===== config.mk =====
export PLATFORM = sky130hd
export DESIGN_NAME = vcfc_ctrl
export DESIGN_NICKNAME = d
export VERILOG_FILES = /design/src/hw/rtl/vcfc_pkg.sv /design/src/hw/rtl/vcfc_ctrl.sv
export SDC_FILE = /design/constraint.sdc
export NUM_CORES = 1
export LEC_CHECK = 0
export ABC_AREA = 1
export BUFFER_PORTS_ARGS = -buffer_cell sky130_fd_sc_hd__buf_2
export CAP_MARGIN = 20
export CORE_AREA = 3 3 40 42
export DETAILED_ROUTE_END_ITERATION = 10
export DIE_AREA = 0 0 43 45
export PLACE_DENSITY_LB_ADDON = 0.3
export SLEW_MARGIN = 20
export SYNTH_ARGS = -nofsm -noshare
export SYNTH_HDL_FRONTEND = slang
export SYNTH_SLANG_ARGS = --single-unit

===== constraint.sdc =====
create_clock -name i_clk -period 1.25 [get_ports i_clk]
set_clock_uncertainty 0.1 [all_clocks]
set_input_delay 0.1875 -clock i_clk [delete_from_list [all_inputs] [get_ports i_clk]]
set_output_delay 0.1875 -clock i_clk [all_outputs]
set_load 0.03 [all_outputs]

===== src/hw/rtl/vcfc_pkg.sv =====
package vcfc_pkg;

    // Chunk geometry.
    localparam int SIDE_XZ = 16;
    localparam int HEIGHT  = 64;

    localparam int XW  = $clog2(SIDE_XZ);
    localparam int YW  = $clog2(HEIGHT);
    localparam int VAW = 2 * XW + YW;
    localparam int BAW = 2 + YW + XW;
    localparam int VOX_DEPTH = 2 ** VAW;
    localparam int BRD_DEPTH = 2 ** BAW;

    localparam logic [XW-1:0] XZ_MAX = XW'(SIDE_XZ - 1);
    localparam logic [YW-1:0] Y_MAX  = YW'(HEIGHT - 1);

    // Port field widths.
    localparam int ACT_W    = 2;
    localparam int POS_XZ_W = 4;
    localparam int POS_Y_W  = 6;
    localparam int BLK_W    = 16;
    localparam int BSIDE_W  = 2;
    localparam int SIDE_W   = 3;
    localparam int IDX_W    = 17;
    localparam int NP_W     = 4;
    localparam int PADDR_W  = 3;
    localparam int PDATA_W  = 32;

    // Register index, taken from paddr[2].
    localparam logic REG_NEIGHBOR_PRESENT = 1'b0;

    typedef enum logic [ACT_W-1:0] {
        ACT_LOAD_VOXEL  = 2'd0,
        ACT_LOAD_BORDER = 2'd1,
        ACT_SCAN        = 2'd2
    } t_action;

    typedef enum logic [BSIDE_W-1:0] {
        BRD_NORTH = 2'd0,
        BRD_SOUTH = 2'd1,
        BRD_WEST  = 2'd2,
        BRD_EAST  = 2'd3
    } t_border;

    typedef enum logic [SIDE_W-1:0] {
        SIDE_SOUTH = 3'd0,
        SIDE_EAST  = 3'd1,
        SIDE_NORTH = 3'd2,
        SIDE_WEST  = 3'd3,
        SIDE_UP    = 3'd4,
        SIDE_DOWN  = 3'd5
    } t_side;

    typedef enum logic [1:0] {
        NBR_OPEN   = 2'd0,
        NBR_VOXEL  = 2'd1,
        NBR_BORDER = 2'd2
    } t_nbr_kind;

    typedef enum logic [1:0] {
        ST_IDLE   = 2'd0,
        ST_CENTER = 2'd1,
        ST_SIDE   = 2'd2,
        ST_FIN    = 2'd3
    } t_state;

    typedef struct packed {
        logic  wr_voxel;
        logic  wr_border;
        logic  rd_center;
        t_side rd_side;
        logic  latch_center;
        logic  eval;
        t_side side;
        logic  finish;
    } t_cmd;

    typedef struct packed {
        logic center_empty;
    } t_status;

endpackage


===== src/hw/rtl/vcfc_ctrl.sv =====
module vcfc_ctrl import vcfc_pkg::*; (
    input  logic               i_clk,
    input  logic               i_rst_n,
    input  logic               i_start,
    input  logic [ACT_W-1:0]   i_action,
    input  t_status            i_status,
    output logic               o_busy,
    output t_cmd               o_cmd
);

    t_state r_state;
    t_state n_state;
    t_side  r_side;
    t_side  n_side;

    always_ff @(posedge i_clk) begin
        if (!i_rst_n) begin
            r_state <= ST_IDLE;
            r_side  <= SIDE_SOUTH;
        end else begin
            r_state <= n_state;
            r_side  <= n_side;
        end
    end

    always_comb begin
        n_state = r_state;
        n_side  = r_side;
        case (r_state)
            ST_IDLE: begin
                if (i_start && (i_action == ACT_SCAN)) begin
                    n_state = ST_CENTER;
                end
            end
            ST_CENTER: begin
                n_side  = SIDE_SOUTH;
                n_state = i_status.center_empty ? ST_FIN : ST_SIDE;
            end
            ST_SIDE: begin
                if (r_side == SIDE_DOWN) begin
                    n_state = ST_FIN;
                end else begin
                    n_side = t_side'(r_side + 3'd1);
                end
            end
            ST_FIN: begin
                n_state = ST_IDLE;
            end
            default: begin
                n_state = ST_IDLE;
            end
        endcase
    end

    always_comb begin
        o_cmd = '0;
        case (r_state)
            ST_IDLE: begin
                o_cmd.rd_center = 1'b1;
                if (i_start) begin
                    case (i_action)
                        ACT_LOAD_VOXEL:  o_cmd.wr_voxel  = 1'b1;
                        ACT_LOAD_BORDER: o_cmd.wr_border = 1'b1;
                        default:         o_cmd.wr_voxel  = 1'b0;
                    endcase
                end
            end
            ST_CENTER: begin
                o_cmd.latch_center = 1'b1;
                o_cmd.rd_side      = SIDE_SOUTH;
            end
            ST_SIDE: begin
                o_cmd.eval    = 1'b1;
                o_cmd.side    = r_side;
                o_cmd.rd_side = (r_side == SIDE_DOWN) ? SIDE_DOWN : t_side'(r_side + 3'd1);
            end
            ST_FIN: begin
                o_cmd.finish    = 1'b1;
                o_cmd.rd_center = 1'b1;
            end
            default: begin
                o_cmd.rd_center = 1'b1;
            end
        endcase
    end

    assign o_busy = (r_state != ST_IDLE);

endmodule


==> results list <==
- Status: complete, but fails checks
* Violated checks: setup timing
- In the final layout, the share of cells above drive strength 1 is 75.8%.
- Entering global routing, the biggest net connects 9 pins.
* Hold violation total from the final report: 0
- Core Area: around 1300 µm²
* Number of nets in the finished design: about 110
* Post-synthesis compound-gate area fraction: between 10 and 15%
- No sink is reached through more buffers than the 2 on the longest clock path.
- For this design the ratio of total power to cell area is 2140 nW/µm².
- Summed over all nets, the switching power comes to 0.903 mW.
- Total internal power: ~1.1 mW
- CTS built an H-tree with a depth of 1.
- 0 antenna diodes ended up in the layout.
- In the layout the commonest cells are 21 x buf_6, 10 x buf_4, 6 x inv_2, 6 x nand2_1.
* Fraction of post-synthesis cell area in the top cell type by area: 25.0%
- Share of the synthesized netlist area taken by xor and xnor gates: under 10%
- The worst hold path was traced through 3 stages.
* RSZ-0062 raised after global routing: true
- The setup path with the least slack is of type reg2out.
* Setup crit end kind: primary output
- In the synthesized netlist, the number of instances is 59.
- Arithmetic-cell share of the synthesized area counting full adders, half adders and majority gates: around a fifth
* GPL Wtd Cong: 0.697
* Worst reg2reg endpoint: r_state[0]
- Cell area after layout: ~950 µm²
* Initial Util: a little under a third
* Relative slew margins: 89.2%
- Of the synthesized area, sequential elements account for 25.0%.
- Antenna violations before repair: 0
* Proportion of synthesized area in mux cells: 0%
- DRC violation count after routing: 0
* Relative area change from synthesis to final layout: 138%
* Sw Share: 44.3%
- The worst hold path terminates at r_state[0].
* First-pass GRT wire length: about 1900 µm
* Total congestion overflow: 0
- Critical Path RT: between 0.9 and 1 ns
- Routed wire length: between 1000 and 1500 µm
- # setup viols final: 16
- Setup crit start kind: flop
- Post-synthesis net count: a little over 70
- In this run the top signal layer used is met3.
- Subtracting the final worst setup slack from the clock period gives approximately 1.6 ns.
- Top cell type by total area after synthesis: dfxtp_1
* Critical R2R Launch: r_state[0]
- Timing would allow up to 629 MHz.
- Counting distinct cell types in the post-synthesis netlist gives 14.
* Ys Warns: 0
* Worst Tran Pin Value: between 0.15 and 0.2 ns
* Final worst-path cycle share: 127%
* Number of routed nets with antenna violations: 0
- Worst hold-check path type: in2reg
- The number of pins with negative max-slew slack in the final report is 0.
* Sequential share of power: between 10% and 20%
* Total Die Area: between 1500 and 2000 µm²
- CTS buffer count: 3
- The worst register-to-register path has a setup slack of -0.12 ns.
- Crit path setup slack, layout: -0.340 ns
* TritonCTS clock tree: yes
* Main area contributors after synthesis: dfxtp_1 25%, ha_1 19%, inv_1 14%
- Number of rows created at floorplan: 13
- The first detailed-routing pass took 4 iterations.
* WL met1: approximately 560 µm
- Max-cap violations in this run came to 0.
- Via density: about 4.6
- Count of routing violations after the opening detailed-route iteration: 16
* Start point of the worst hold path: i_rst_n
* Count of buffers from port buffering: 18
- Most common cell after layout, fill and taps aside: buf_6
- Data arrives at the worst endpoint at around 1.3 ns.
- The wire-length estimate of the detail-placed layout is 806 µm.
- Combinational cells account for around 77% of the total power.
- Worst hold slack after final layout: 0.113 ns
- Measured along the x axis, the die boundary spans about 43 µm.
- Counting flops and latches in the post-synthesis netlist gives 5.
- After synthesis, the largest family of logic cells by area is simple AND/OR/NAND/NOR gates.
* Via count of the routed design: between 500 and 600
- The mapped netlist covers between 400 and 500 µm².
- Simple-gate share of the synthesized area: 27.8%
- Insertion delay to the later sink of the worst-skew pair: approximately 0.23 ns
- Dividing the detail-routed wire length by the instance count gives approximately 12 µm.
* Master cell of the clock root buffer: clkbuf_4
- Counting cells, the worst reg-to-reg path comes to 9.
- Peak supply drop: ~1.2 mV
- In this run the worst path has a maximum fanout of 3.
- The number of global-route vias before repair came to between 400 and 500.
- Clock Power Share: slightly below 9%
* Mean post-synth cell area: between 6 and 7 µm²
* Vertical die dimension: approximately 45 µm
- The routed design uses ~700 µm of met2 wire.
* Clock slew at the register clock pins of the worst setup and hold paths: around 0.040 ns
- The analysis attributes to cell leakage a power of between 0.4 and 0.5 nW.
- In this run the cell area measured after placement is 651 µm².
- In the global route stage, overall resource usage came out at 13.0%.
- Count of pins on the block boundary: 19
- Met3 WL: roughly 66 µm
- CTS saw 5 sinks.
[synth_stat cells]
master and n:
nor3_1 2, a21oi_1 6, dfxtp_1 5, xor2_1 1
a21oi_2 1, nor2_1 2, nand2_1 10, inv_1 15
ha_1 6, or2_4 1, nand2_2 1, nand2_4 1
o21ai_0 2, nand3_1 6
[metrics by stage]
step / total power [mW] / utilization [%] / setup TNS (ns) / std cells / setup slack [ns]
finish: 2.04 / 74.2 / -2.99 / 114 / -0.340
global route: 2.15 / 74.2 / -3.77 / 114 / -0.379
CTS: 1.84 / 67.7 / -2.87 / 111 / -0.366
detailed placement: 1.19 / 50.6 / -0.781 / 104 / -0.180
floorplan: 0.872 / - / -0.332 / 59 / -0.134
global placement: 1.18 / 50.6 / -0.619 / 104 / -0.158
[sequential cells by signal, indices dropped and copies added, names as in the netlist]
register / cells
r_side: 3
r_state: 2
[critical path, stage by stage (launching register included)]
cell and delay, ns:
dfxtp_2 0.34, inv_2 0.05, ha_4 0.15, nand2_4 0.07, nand2_4 0.05, or2_4 0.23
clkinvlp_4 0.07, buf_6 0.12
[logic make-up after synthesis]
kind of cell,after synthesis
AOI/OAI and AO/OA,9
xor gates and xnor gates,1
adders and majority gates,6
buffers and inverters,15
DFF,5
and+or+nand+nor,23
[routing by layer]
layer / vias to the layer above / global-route usage [%]
met1: 239 / 15.2
li1: 266 / -
met5: - / 0
met4: 0 / 7.23
met2: 17 / 23.4
met3: 0 / 1.20
[worst max-delay path by stage]
stage | depth (start not counted) | end | slack (ns) | startpoint
after CTS | 7 | o_cmd[7] | -0.37 | r_side[1]
after floorplan | 5 | o_cmd[7] | -0.13 | r_state[0]
after global routing | 7 | o_cmd[7] | -0.38 | r_side[1]
final | 7 | o_cmd[7] | -0.34 | r_side[1]
after global placement | 7 | o_cmd[7] | -0.16 | r_side[1]
after detailed placement | 4 | o_cmd[7] | -0.18 | r_side[0]
[repair_timing]
action	in CTS	in global routing
pin swaps	8	4
resized for setup	50	19
setup endpoints to repair	18	18
setup buffers	4	3
endpoints found under the hold margin	0	0
hold buffers	0	0
[power groups by stage]
stage          registers, mW  clock network (mW)  logic (mW)
3_5_place_dp           0.253                   0       0.934
2_1_floorplan          0.261                   0       0.611
6_report               0.286               0.178        1.58
3_3_place_gp           0.249                   0       0.932
5_1_grt                0.287               0.193        1.67
4_1_cts                0.276               0.188        1.38
[final cells by class]
type | instances | area, µm²
well taps | 15 | 18.8
clock buffers | 4 | 26.3
multi-input cells | 39 | 393
fillers | 81 | 332
repair buffers | 36 | 337
inverters | 15 | 67.6
flip-flops and latches | 5 | 111
Note: power is estimated with default switching activity, not from simulation.
